===== config.mk =====
export PLATFORM = sky130hd
export DESIGN_NAME = dc_clock_drift_filter
export DESIGN_NICKNAME = d
export VERILOG_FILES = /design/src/rtl/core/dcf_pkg.sv /design/src/rtl/core/dc_clock_drift_filter.sv /design/src/rtl/core/dcf_front.sv /design/src/rtl/core/dcf_fifo.sv /design/src/rtl/core/dcf_back.sv
export SDC_FILE = /design/constraint.sdc
export NUM_CORES = 2
export LEC_CHECK = 0
export ABC_AREA = 0
export BUFFER_PORTS_ARGS = -buffer_cell sky130_fd_sc_hd__buf_2
export CAP_MARGIN = 20
export CORE_MARGIN = 3
export CORE_UTILIZATION = 42
export DETAILED_ROUTE_END_ITERATION = 16
export PLACE_DENSITY = 0.63
export SYNTH_ARGS = -nofsm -noshare
export SYNTH_HDL_FRONTEND = slang
export SYNTH_SLANG_ARGS = --single-unit

===== constraint.sdc =====
create_clock -name clk -period 10.67 [get_ports clk]
set_input_delay 0.5335 -clock clk [delete_from_list [all_inputs] [get_ports clk]]
set_output_delay 0.5335 -clock clk [all_outputs]
set_load 0.05 [all_outputs]

===== src/rtl/core/dcf_pkg.sv =====
// ----------------------------------------------------------------------------
// dcf_pkg
// Shared constants and types for the clock drift filter: field widths,
// filter window size, adjustment limit and the front/back queue word.
// ----------------------------------------------------------------------------
package dcf_pkg;

  // Filter window length in samples; must be a power of two.
  localparam int FILTER_COUNT = 1024;
  localparam int FILTER_LOG2  = $clog2(FILTER_COUNT);
  localparam int FILTER_HALF  = FILTER_COUNT / 2;
  localparam int CNT_W        = $clog2(FILTER_COUNT + 1);

  localparam int ADJ_LIMIT = 1000;

  localparam int PERIOD_W = 30;
  localparam int RAW_W    = 32;
  localparam int FOLD_W   = 30;
  localparam int ADJ_W    = 11;
  localparam int BASE_W   = 64;
  localparam int SUM_W    = 48;

  // Dividend of the modulo unit: raw difference plus half a period.
  localparam int DIV_W  = RAW_W + 1;
  localparam int STEP_W = $clog2(DIV_W + 1);

  localparam int QUEUE_DEPTH = 2;

  localparam logic [PERIOD_W-1:0] PERIOD_RESET = PERIOD_W'(1000000);

  typedef struct packed {
    logic [FOLD_W-1:0] folded;
    logic [RAW_W-1:0]  delta;
  } dcf_entry_t;

endpackage


===== src/rtl/core/dc_clock_drift_filter.sv =====
// ----------------------------------------------------------------------------
// dc_clock_drift_filter
// Clock drift filter for a distributed-clock bus master: folds each raw
// clock difference into half a bus cycle, averages over a window and
// tracks a clamped drift adjustment and a 64-bit time base offset.
//
//   channel   handshake              payload
//   input     push / full            diff_raw
//   result    pop / empty            diff_folded, adjust_ns, base_offset,
//                                    started, window_done
//   config    cfg_valid / cfg_ready  cfg_data (cycle period, ns)
//
// The front folds each word with a 33-step bit-serial modulo by the cycle
// period; the filter side runs in parallel behind a two-word queue.
// Synchronous reset clears the sums, window count, adjustment, time base
// and start flag and sets the period to 1 ms.
// A stalled result stalls the filter side only; the front keeps folding
// until the queue fills.
// ----------------------------------------------------------------------------
module dc_clock_drift_filter import dcf_pkg::*; (
  input  logic                clk,
  input  logic                rst,
  input  logic                push,
  output logic                full,
  input  logic [RAW_W-1:0]    diff_raw,
  output logic                empty,
  input  logic                pop,
  output logic [FOLD_W-1:0]   diff_folded,
  output logic [ADJ_W-1:0]    adjust_ns,
  output logic [BASE_W-1:0]   base_offset,
  output logic                started,
  output logic                window_done,
  input  logic                cfg_valid,
  output logic                cfg_ready,
  input  logic [PERIOD_W-1:0] cfg_data
);

  logic [PERIOD_W-1:0] cycle_period;
  logic                fq_push;
  logic                fq_full;
  dcf_entry_t          fq_wdata;
  logic                fq_pop;
  logic                fq_empty;
  dcf_entry_t          fq_rdata;

  assign cfg_ready = 1'b1;

  always_ff @(posedge clk) begin
    if (rst) begin
      cycle_period <= PERIOD_RESET;
    end else if (cfg_valid && cfg_ready) begin
      cycle_period <= cfg_data;
    end
  end

  dcf_front u_front (
    .clk      (clk),
    .rst      (rst),
    .push     (push),
    .full     (full),
    .diff_raw (diff_raw),
    .period   (cycle_period),
    .q_full   (fq_full),
    .q_push   (fq_push),
    .q_data   (fq_wdata)
  );

  dcf_fifo u_fifo (
    .clk     (clk),
    .rst     (rst),
    .wr_en   (fq_push),
    .wr_data (fq_wdata),
    .full    (fq_full),
    .rd_en   (fq_pop),
    .rd_data (fq_rdata),
    .empty   (fq_empty)
  );

  dcf_back u_back (
    .clk         (clk),
    .rst         (rst),
    .q_empty     (fq_empty),
    .q_pop       (fq_pop),
    .q_data      (fq_rdata),
    .pop         (pop),
    .empty       (empty),
    .diff_folded (diff_folded),
    .adjust_ns   (adjust_ns),
    .base_offset (base_offset),
    .started     (started),
    .window_done (window_done)
  );

endmodule


===== src/rtl/core/dcf_front.sv =====
// ----------------------------------------------------------------------------
// dcf_front
// Input side: takes one raw difference, forms the wrapping delta against
// the previous sample and folds the difference into half a period either
// side of zero with a bit-serial restoring modulo unit.
// ----------------------------------------------------------------------------
module dcf_front import dcf_pkg::*; (
  input  logic                clk,
  input  logic                rst,
  input  logic                push,
  output logic                full,
  input  logic [RAW_W-1:0]    diff_raw,
  input  logic [PERIOD_W-1:0] period,
  input  logic                q_full,
  output logic                q_push,
  output dcf_entry_t          q_data
);

  typedef enum logic [1:0] {ST_IDLE, ST_DIV, ST_FIX, ST_PUSH} state_t;

  state_t                state;
  logic [RAW_W-1:0]      last_raw;
  logic [RAW_W-1:0]      delta;
  logic [PERIOD_W-1:0]   cper;
  logic [PERIOD_W-2:0]   half;
  logic                  neg;
  logic [DIV_W-1:0]      dvd;
  logic [PERIOD_W-1:0]   rem;
  logic [STEP_W-1:0]     step;

  logic [PERIOD_W-1:0]   cper_now;
  logic [DIV_W-1:0]      x_now;
  logic [DIV_W-1:0]      mag_now;
  logic [PERIOD_W:0]     trial;
  logic                  fits;
  logic [PERIOD_W:0]     fold_wide;

  always_comb begin
    cper_now  = (period == '0) ? PERIOD_W'(1) : period;
    x_now     = {diff_raw[RAW_W-1], diff_raw} + DIV_W'(cper_now[PERIOD_W-1:1]);
    mag_now   = x_now[DIV_W-1] ? DIV_W'(-x_now) : x_now;
    trial     = {rem, dvd[DIV_W-1]};
    fits      = trial >= {1'b0, cper};
    fold_wide = {1'b0, rem} - {2'b00, half};
  end

  assign full          = (state != ST_IDLE);
  assign q_push        = (state == ST_PUSH) && !q_full;
  assign q_data.folded = fold_wide[FOLD_W-1:0];
  assign q_data.delta  = delta;

  always_ff @(posedge clk) begin
    if (rst) begin
      state    <= ST_IDLE;
      last_raw <= '0;
    end else begin
      case (state)
        ST_IDLE: begin
          if (push) begin
            last_raw <= diff_raw;
            delta    <= diff_raw - last_raw;
            cper     <= cper_now;
            half     <= cper_now[PERIOD_W-1:1];
            neg      <= x_now[DIV_W-1];
            dvd      <= mag_now;
            rem      <= '0;
            step     <= '0;
            state    <= ST_DIV;
          end
        end
        ST_DIV: begin
          // one quotient bit per cycle, keep only the remainder
          rem  <= fits ? PERIOD_W'(trial - {1'b0, cper}) : trial[PERIOD_W-1:0];
          dvd  <= dvd << 1;
          step <= step + STEP_W'(1);
          if (step == STEP_W'(DIV_W - 1)) begin
            state <= ST_FIX;
          end
        end
        ST_FIX: begin
          // floor the remainder of a negative dividend
          if (neg && rem != '0) begin
            rem <= cper - rem;
          end
          state <= ST_PUSH;
        end
        ST_PUSH: begin
          if (!q_full) begin
            state <= ST_IDLE;
          end
        end
        default: state <= ST_IDLE;
      endcase
    end
  end

  a_rem_below_period: assert property (@(posedge clk) disable iff (rst)
    (state == ST_DIV || state == ST_PUSH) |-> (rem < cper))
    else $error("modulo remainder not below period");

  a_busy_after_accept: assert property (@(posedge clk) disable iff (rst)
    (push && !full) |=> (full && state == ST_DIV))
    else $error("front not busy after accepting a word");

endmodule


===== src/rtl/core/dcf_fifo.sv =====
// ----------------------------------------------------------------------------
// dcf_fifo
// Short queue of folded samples between the front and the back.
// ----------------------------------------------------------------------------
module dcf_fifo import dcf_pkg::*; (
  input  logic       clk,
  input  logic       rst,
  input  logic       wr_en,
  input  dcf_entry_t wr_data,
  output logic       full,
  input  logic       rd_en,
  output dcf_entry_t rd_data,
  output logic       empty
);

  localparam int IDX_W = (QUEUE_DEPTH > 1) ? $clog2(QUEUE_DEPTH) : 1;
  localparam int CNT_Q = $clog2(QUEUE_DEPTH + 1);

  dcf_entry_t        slots [QUEUE_DEPTH];
  logic [IDX_W-1:0]  wptr;
  logic [IDX_W-1:0]  rptr;
  logic [CNT_Q-1:0]  count;
  logic              do_wr;
  logic              do_rd;

  assign full    = (count == CNT_Q'(QUEUE_DEPTH));
  assign empty   = (count == '0);
  assign do_wr   = wr_en && !full;
  assign do_rd   = rd_en && !empty;
  assign rd_data = slots[rptr];

  always_ff @(posedge clk) begin
    if (do_wr) begin
      slots[wptr] <= wr_data;
    end
    if (rst) begin
      wptr  <= '0;
      rptr  <= '0;
      count <= '0;
    end else begin
      if (do_wr) begin
        wptr <= (wptr == IDX_W'(QUEUE_DEPTH - 1)) ? '0 : wptr + IDX_W'(1);
      end
      if (do_rd) begin
        rptr <= (rptr == IDX_W'(QUEUE_DEPTH - 1)) ? '0 : rptr + IDX_W'(1);
      end
      case ({do_wr, do_rd})
        2'b10:   count <= count + CNT_Q'(1);
        2'b01:   count <= count - CNT_Q'(1);
        default: count <= count;
      endcase
    end
  end

  a_count_bound: assert property (@(posedge clk) disable iff (rst)
    count <= CNT_Q'(QUEUE_DEPTH))
    else $error("queue count beyond depth");

endmodule


===== src/rtl/core/dcf_back.sv =====
// ----------------------------------------------------------------------------
// dcf_back
// Filter side: accumulates folded differences and deltas, updates the
// clamped adjustment at the end of each window and advances the time base.
// Holds the finished result in an output register until it is popped.
// ----------------------------------------------------------------------------
module dcf_back import dcf_pkg::*; (
  input  logic                clk,
  input  logic                rst,
  input  logic                q_empty,
  output logic                q_pop,
  input  dcf_entry_t          q_data,
  input  logic                pop,
  output logic                empty,
  output logic [FOLD_W-1:0]   diff_folded,
  output logic [ADJ_W-1:0]    adjust_ns,
  output logic [BASE_W-1:0]   base_offset,
  output logic                started,
  output logic                window_done
);

  typedef enum logic [2:0] {
    ST_IDLE, ST_SUM, ST_RND, ST_QUO, ST_ADJ, ST_BASE, ST_OUT
  } state_t;

  localparam int RND_W = SUM_W + 1;
  localparam int ACC_W = RND_W + 1;
  localparam logic signed [ACC_W-1:0] LIM_HI = ACC_W'(ADJ_LIMIT);
  localparam logic signed [ACC_W-1:0] LIM_LO = -LIM_HI;
  localparam logic signed [SUM_W-1:0] FC_POS = SUM_W'(FILTER_COUNT);
  localparam logic signed [SUM_W-1:0] FC_NEG = -FC_POS;

  state_t                   state;
  dcf_entry_t               cur;
  logic                     started_flag;
  logic signed [SUM_W-1:0]  diff_sum;
  logic signed [SUM_W-1:0]  delta_sum;
  logic [CNT_W-1:0]         wcount;
  logic [ADJ_W-1:0]         adj_value;
  logic [BASE_W-1:0]        time_base;
  logic signed [RND_W-1:0]  rnd;
  logic signed [RND_W-1:0]  quo;
  logic [1:0]               sdiff;
  logic                     done;
  logic                     out_valid;
  logic                     out_load;

  logic signed [RND_W-1:0]  biased;
  logic signed [ACC_W-1:0]  acc;
  logic [ADJ_W:0]           fsgn;
  logic [ADJ_W:0]           tb_step;

  always_comb begin
    biased  = rnd + (rnd[RND_W-1] ? RND_W'(FILTER_COUNT - 1) : RND_W'(0));
    acc     = {{(ACC_W-ADJ_W){adj_value[ADJ_W-1]}}, adj_value}
            + {quo[RND_W-1], quo}
            + {{(ACC_W-2){sdiff[1]}}, sdiff};
    fsgn    = (cur.folded == '0) ? '0 :
              (cur.folded[FOLD_W-1] ? '1 : (ADJ_W+1)'(1));
    tb_step = {adj_value[ADJ_W-1], adj_value} + fsgn;
  end

  assign q_pop    = (state == ST_IDLE) && !q_empty;
  assign empty    = !out_valid;
  assign out_load = (state == ST_OUT) && (!out_valid || pop);

  always_ff @(posedge clk) begin
    if (rst) begin
      state        <= ST_IDLE;
      started_flag <= 1'b0;
      diff_sum     <= '0;
      delta_sum    <= '0;
      wcount       <= '0;
      adj_value    <= '0;
      time_base    <= '0;
      done         <= 1'b0;
      out_valid    <= 1'b0;
    end else begin
      if (out_load) begin
        out_valid <= 1'b1;
      end else if (pop) begin
        out_valid <= 1'b0;
      end
      case (state)
        ST_IDLE: begin
          if (!q_empty) begin
            cur   <= q_data;
            state <= ST_SUM;
          end
        end
        ST_SUM: begin
          done <= 1'b0;
          if (!started_flag) begin
            // arm on the first nonzero folded difference
            started_flag <= (cur.folded != '0);
            state        <= ST_OUT;
          end else begin
            diff_sum  <= diff_sum
                       + {{(SUM_W-FOLD_W){cur.folded[FOLD_W-1]}}, cur.folded};
            delta_sum <= delta_sum
                       + {{(SUM_W-RAW_W){cur.delta[RAW_W-1]}}, cur.delta};
            if (wcount == CNT_W'(FILTER_COUNT - 1)) begin
              state <= ST_RND;
            end else begin
              wcount <= wcount + CNT_W'(1);
              state  <= ST_BASE;
            end
          end
        end
        ST_RND: begin
          rnd <= {delta_sum[SUM_W-1], delta_sum} + RND_W'(FILTER_HALF);
          if (diff_sum >= FC_POS) begin
            sdiff <= 2'b01;
          end else if (diff_sum <= FC_NEG) begin
            sdiff <= 2'b11;
          end else begin
            sdiff <= 2'b00;
          end
          state <= ST_QUO;
        end
        ST_QUO: begin
          // truncate toward zero
          quo   <= biased >>> FILTER_LOG2;
          state <= ST_ADJ;
        end
        ST_ADJ: begin
          if (acc > LIM_HI) begin
            adj_value <= ADJ_W'(ADJ_LIMIT);
          end else if (acc < LIM_LO) begin
            adj_value <= ADJ_W'(-ADJ_LIMIT);
          end else begin
            adj_value <= acc[ADJ_W-1:0];
          end
          diff_sum  <= '0;
          delta_sum <= '0;
          wcount    <= '0;
          done      <= 1'b1;
          state     <= ST_BASE;
        end
        ST_BASE: begin
          time_base <= time_base + {{(BASE_W-ADJ_W-1){tb_step[ADJ_W]}}, tb_step};
          state     <= ST_OUT;
        end
        ST_OUT: begin
          // hold until the output register is free
          if (out_load) begin
            diff_folded <= cur.folded;
            adjust_ns   <= adj_value;
            base_offset <= time_base;
            started     <= started_flag;
            window_done <= done;
            state       <= ST_IDLE;
          end
        end
        default: state <= ST_IDLE;
      endcase
    end
  end

  a_window_bound: assert property (@(posedge clk) disable iff (rst)
    wcount <= CNT_W'(FILTER_COUNT - 1))
    else $error("window count past filter length");

  a_adjust_clamped: assert property (@(posedge clk) disable iff (rst)
    ($signed(adj_value) <= $signed(ADJ_W'(ADJ_LIMIT)))
    && ($signed(adj_value) >= $signed(ADJ_W'(-ADJ_LIMIT))))
    else $error("adjustment outside clamp range");

  a_done_needs_start: assert property (@(posedge clk) disable iff (rst)
    (out_valid && window_done) |-> started)
    else $error("window closed before start");

endmodule

== Yosys cells after proc, flatten, opt, wreduce, memory -nomap -nowiden ==
Memory sizes are Yosys's and may differ from the RTL's. A register that Yosys moved wholly into a read port is not among the register bits.
Cells that the tools add are included.

* ROM bits: 0
* Memories: 1
* Output and inout bits: 110
* Latch bits: 0
* Word-level logic and storage cells: 156
* Input bits: 67
* Memory bits (writable): 124
* Register bits: 585

* Reduce and logical (&&, ||, !) cells: 35
* Equality and inequality tests: 22
* Shift operators: 0
* Add/sub/neg operators: 20
* Bitwise gates (word level): 2
* Div/mod/pow operators: 0
* Multiplexer cells: 41
* $mul: 0
* Order comparisons: 5

{| class="wikitable"
|+ Memory list
! name !! depth !! bits a word !! rd ports !! clocked after memory_dff !! write ports !! line !! text
|-
| u_fifo.slots || 2 || 62 || 1 || 1 || 1 || dcf_fifo.sv:19 || <nowiki>dcf_entry_t slots [QUEUE_DEPTH];</nowiki>
|}

{| class="wikitable"
|+ Operators with widths
! operator !! count
|-
| $pmux W48 S2 || 2
|-
| $mux W30 || 4
|-
| $add A48 B48 Y48 || 2
|-
| $mux W48 || 2
|-
| $pmux W30 S3 || 1
|-
| $mux W33 || 2
|-
| $pmux W33 S2 || 1
|-
| $add A64 B64 Y64 || 1
|-
| $logic_not A30 Y1 || 2
|-
| $reduce_bool A30 Y1 || 2
|-
| $sub A30 B30 Y30 || 2
|-
| $add A50 B50 Y50 || 1
|-
| $gt A50 B11 Y1 const B || 1
|-
| $lt A50 B11 Y1 const B || 1
|-
| $add A48 B11 Y49 const B || 1
|-
| $add A49 B11 Y49 || 1
|-
| $ge A48 B12 Y1 const B || 1
|-
| $le A48 B11 Y1 const B || 1
|-
| $mux W11 || 4
|-
| $add A11 B39 Y40 || 1
|-
| $add A32 B30 Y33 || 1
|-
| $neg A33 Y33 || 1
|-
| $sub A32 B32 Y32 || 1
|-
| $ge A31 B30 Y1 || 1
|-
| other kinds (39) || 88
|}

== Depth between registers and ports, before layout ==
* Word-level depth: 7
* Mapped depth: 28
* Mapped depth without buffers: 28

== Modules after synthesis ==
Synthesis repeated with hierarchy kept, for this count alone.

* Cell total of the unflattened synthesis: 4952
* Area total of the unflattened synthesis: 48642.9 um2

{| class="wikitable"
|+ By module, submodules not included
! module !! times used !! sequential area each (um2) !! area an instance (um2) !! cells an instance
|-
| dcf_back || 1 || 11541.1 || 28164.5 || 2914
|-
| dcf_front || 1 || 4644.5 || 14686.6 || 1720
|-
| dcf_fifo || 1 || 3823.7 || 4680.7 || 219
|-
| dc_clock_drift_filter || 1 || 600.6 || 1111.1 || 99
|}

== Worst setup path after synthesis ==
Ideal clock, no wire load.

* Path type: input-to-reg
* From: in rst
* To: reg u_back.adjust_ns[0] (enable)
* Data arrival time: 8.639 ns
* Stages: 3
* Buffers on the path: 1
* Slack: 1.305 ns
* Setup time: 0.726 ns
* Required time: 9.944 ns
* Cell sequence: clkbuf_8 > nand2b_1 > nor3b_1

* Cells in the longest elaborated chain, start to end: 2

{| class="wikitable"
|+ RTL lines
! element !! line !! text
|-
| start, declared || dc_clock_drift_filter.sv:22 || <nowiki>input logic rst,</nowiki>
|-
| $not A1 Y1 (no source line) || n/a ||
|-
| $reduce_and A3 Y1 (no source line) || n/a ||
|-
| end signal, assigned || dcf_back.sv:148 || <nowiki>adjust_ns <= adj_value;</nowiki>
|-
| end, declared || dcf_back.sv:16 || <nowiki>output logic [ADJ_W-1:0] adjust_ns,</nowiki>
|}

No other way between the ends.
A chain may end at the register's enable or synchronous reset.

== Final worst setup path ==
* From: reg u_back.cur[42] (netlist name)
* To: reg u_back.time_base[63]

* Cells in the longest elaborated chain, start to end: 4

{| class="wikitable"
|+ RTL lines
! element !! line !! text
|-
| start, declared || dcf_back.sv:34 || <nowiki>dcf_entry_t cur;</nowiki>
|-
| start signal, assigned || dcf_back.sv:87 || <nowiki>cur <= q_data;</nowiki>
|-
| $logic_not A30 Y1 || dcf_back.sv:58 || <nowiki>fsgn = (cur.folded == '0) ? '0 :</nowiki>
|-
| $mux W12 || dcf_back.sv:58 ||
|-
| $add A12 B12 Y12 || dcf_back.sv:60 || <nowiki>tb_step = {adj_value[ADJ_W-1], adj_value} + fsgn;</nowiki>
|-
| $add A64 B64 Y64 || dcf_back.sv:141 || <nowiki>time_base <= time_base + {{(BASE_W-ADJ_W-1){tb_step[ADJ_W]}}, tb_step};</nowiki>
|-
| end signal, assigned || dcf_back.sv:141 ||
|-
| end, declared || dcf_back.sv:40 || <nowiki>logic [BASE_W-1:0] time_base;</nowiki>
|}

No other way between the ends.

==> flow_metrics.env <==
export IMPL_cts_resized=0
export IMPL_cpMostUsedCell="a21oi_1"
export IMPL_synth_cell_type_count=106
export IMPL_cp_slowest_cell="or4_1"
export IMPL_numCtsBuffers=86
export IMPL_ys_flop_type="edfxtp_1"
export IMPL_power_density_mw_per_mm2=202.3
export IMPL_hold_viol_final=0
export IMPL_vdd_drop_max_mv=0.1151
export IMPL_avgSynthCellArea_um2=9.658
export IMPL_area_delta_synth_final_pct=10.60
export IMPL_clk_latency_ns=0.66
export IMPL_synth_cells=5087
export IMPL_clkTransAtPathRegs_ns=0.07
export IMPL_critPathArrivalTime_ns=8.41
export IMPL_rsz0062_at_grt="false"
export IMPL_num_rows=124
export IMPL_layout_drive_gt1_share_pct=9.392
export IMPL_slew_viol_final=0
export IMPL_cp_slowest_stage_delay_ns=0.55
export IMPL_cp_start_kind="flip-flop"
export IMPL_synth_cell_area_mm2=0.04913
export IMPL_htree_num_levels=3
export IMPL_pre_cts_ws_ns=2.802
export IMPL_final_cell_mix="515 x edfxtp_1, 445 x nand2_1, 435 x a21oi_1"
export IMPL_cts_root_buf="clkbuf_16"
export IMPL_nets=5654
export IMPL_cts_setup_buffers=0
export IMPL_drcViolationCount=0
export IMPL_multi_input_area_mm2=0.02688
export IMPL_setup_slack_ns=2.809
export IMPL_tightest_slew_ns=1.008
export IMPL_routedWlPerCell_um=17.76
export IMPL_cap_violations=0
export IMPL_crit_path_end_kind="flip-flop"
export IMPL_gp_congestion=0.9139
export IMPL_min_period_ns=7.861
export IMPL_core_mm2=0.1153
export IMPL_hold_class="primary input to flip-flop"
export IMPL_cts_num_sinks=771
export IMPL_synth_seq_cells=771
export IMPL_dpl_hpwl_mm=90.21
export IMPL_drtPass1Iterations=5
export IMPL_ys_seq_area_share_pct=41.91
export IMPL_finalSetupTns_ns=0
export IMPL_grt_max_degree=75
export IMPL_status="finished, final reports clean"
export IMPL_cts_tree="done"
export IMPL_first_global_vias=35450
export IMPL_max_freq_ghz=0.1272
export IMPL_critPathMaxFanout=52
export IMPL_grt_pass1_wl_mm=192.9
export IMPL_portBuffers=175
export IMPL_finalCritPeriodShare_pct=73.68
export IMPL_grt_total_usage_pct=19.35
export IMPL_post_drt_via_cell_ratio=5.571
export IMPL_drt_total_wl_mm=120.3
export IMPL_fin_total_pwr_mw=10.99
export IMPL_die_h_um=348.0
export IMPL_finalClockSkew_ns=0.02208
export IMPL_die_area_mm2=0.1211
export IMPL_grt_ovfl_total=0
export IMPL_ys_warn_count=0
export IMPL_layout_commonest_cell="edfxtp_1"
export IMPL_drtIter0Drc=2428
export IMPL_synth_edf_count=515
export IMPL_final_setup_viol_count=0
export IMPL_synth_nets=5555
export IMPL_drtAntennaViolNets=0
export IMPL_p_leak_nw=21.92
export IMPL_cts_hold_buf=0
export IMPL_num_vias=37750
export IMPL_regArea_mm2=0.02059
export IMPL_clockBufferDepth=3
export IMPL_slew_headroom_pct=31.98
export IMPL_crit_type="flip-flop to flip-flop"
export IMPL_start_util_pct=42.62
export IMPL_io_pins=177
export IMPL_synthArstFlopShare_pct=0
export IMPL_die_w_um=348.0
export IMPL_nFillCells=10790
export IMPL_antenna_found_initial=6
export IMPL_cp_required_ns=11.22
## flip-flops by register name, indices dropped and copies added, names as in the netlist, 3 cells and up
signal	count
cycle_period	30
u_back.adj_value	11
u_back.adjust_ns	11
u_back.base_offset	64
u_back.cur	62
u_back.delta_sum	48
u_back.diff_folded	30
u_back.diff_sum	48
u_back.quo	39
u_back.rnd	49
u_back.state	3
u_back.time_base	64
u_back.wcount	11
u_fifo.slots	124
u_front.cper	30
u_front.delta	32
u_front.dvd	33
u_front.last_raw	32
u_front.rem	30
u_front.step	6
## Yosys cell counts, drive strengths merged (10+ instances only)
master,instances,share of area [%]
a211o,18,0.32
o21ai,261,2.7
nand3,111,1.1
xnor2,292,5.2
nor2,360,2.8
o21bai,56,0.86
o311ai,14,0.25
o211ai,27,0.43
a211oi,40,0.65
nand2,446,3.4
and3,54,0.69
dfxtp,256,10
inv,240,1.8
a21o,199,3.1
clkbuf,182,1.5
and2,39,0.50
a21boi,16,0.24
or4,11,0.17
a21oi,436,4.4
o22ai,34,0.43
a22oi,53,0.81
buf,14,0.18
nor4,45,0.57
ha,390,9.9
fa,11,0.45
mux2,65,1.5
a2111oi,11,0.21
nor2b,57,0.74
and4,12,0.21
a31oi,52,0.66
nand4,91,1.2
a311oi,11,0.21
o31a,10,0.18
o41ai,10,0.23
or2,20,0.25
xor2,154,2.7
nand2b,56,0.71
nor3,86,0.88
edfxtp,515,31
o31ai,25,0.39
o21a,54,0.83
or3,37,0.48
nor3b,16,0.24
mux2i,61,1.2
## kinds of logic (layout without fill, tap and decap cells)
kind of cell	count (synthesis)	in the layout	share of synthesized area [%]
mux	126	126	2.733
fa+ha+maj	401	401	10.38
other cells	1	5	0.007633
simple gates	1476	1476	14.55
xor+xnor	446	446	7.951
buf+inv	437	610	3.576
compound gates	1429	1429	18.89
flops	771	771	41.91
## worst max-delay path: cells and delay by family, from the launching register on
kind	cells	cell delay (ns)
fa+ha+maj	2	0.81
compound gates	15	3.08
mux	2	0.50
simple gates	7	2.30
flops	1	0.41
buf+inv	2	0.59
## path summary, 6_finish.rpt
check                                        from              endpoint  slack, ns  cells past startpoint
worst max register to register     u_back.cur[42]  u_back.time_base[63]       2.81                     28
worst max-delay path               u_back.cur[42]  u_back.time_base[63]       2.81                     28
worst min-delay path                  cfg_data[9]       cycle_period[9]       0.09                      2
worst min register to register  u_front.delta[14]   u_fifo.slots[1][14]       0.44                      0
## per-stage QoR
| step | hold slack, ns | std cells | utilization [%] | area (um2) |
|---|---|---|---|---|
| after detailed placement | 0.4290 | 6608 | 44.58 | 51390 |
| after CTS | 0.04214 | 6770 | 47.10 | 54300 |
| after floorplan | 0.4215 | 5087 | - | 49130 |
| after global routing | 0.05657 | 6775 | 47.14 | 54340 |
| after global placement | 0.4241 | 6607 | 44.56 | 51370 |
| final | 0.08966 | 6776 | 47.14 | 54340 |
## cell type report
type	instances	share of cell area [%]
Multi-Input combinational cell	3879	49.46
Sequential cell	771	37.89
Clock buffer	113	4.276
Tap cell	1512	3.482
Timing Repair Buffer	208	2.130
Inverter	240	1.658
Clock inverter	49	1.078
Antenna cell	4	0.01842
## power by group
part	switching, mW	internal, mW
Clock	1.26	1.80
Sequential	0.224	3.63
Combinational	2.50	1.59
## per-layer routing
metal	wire (um)	global-route usage (%)
met1	57570	27.20
met2	54240	31.06
met3	5213	2.732
met4	3313	5.765
met5	0	0
No activity file was read; power rests on OpenSTA's default activity.
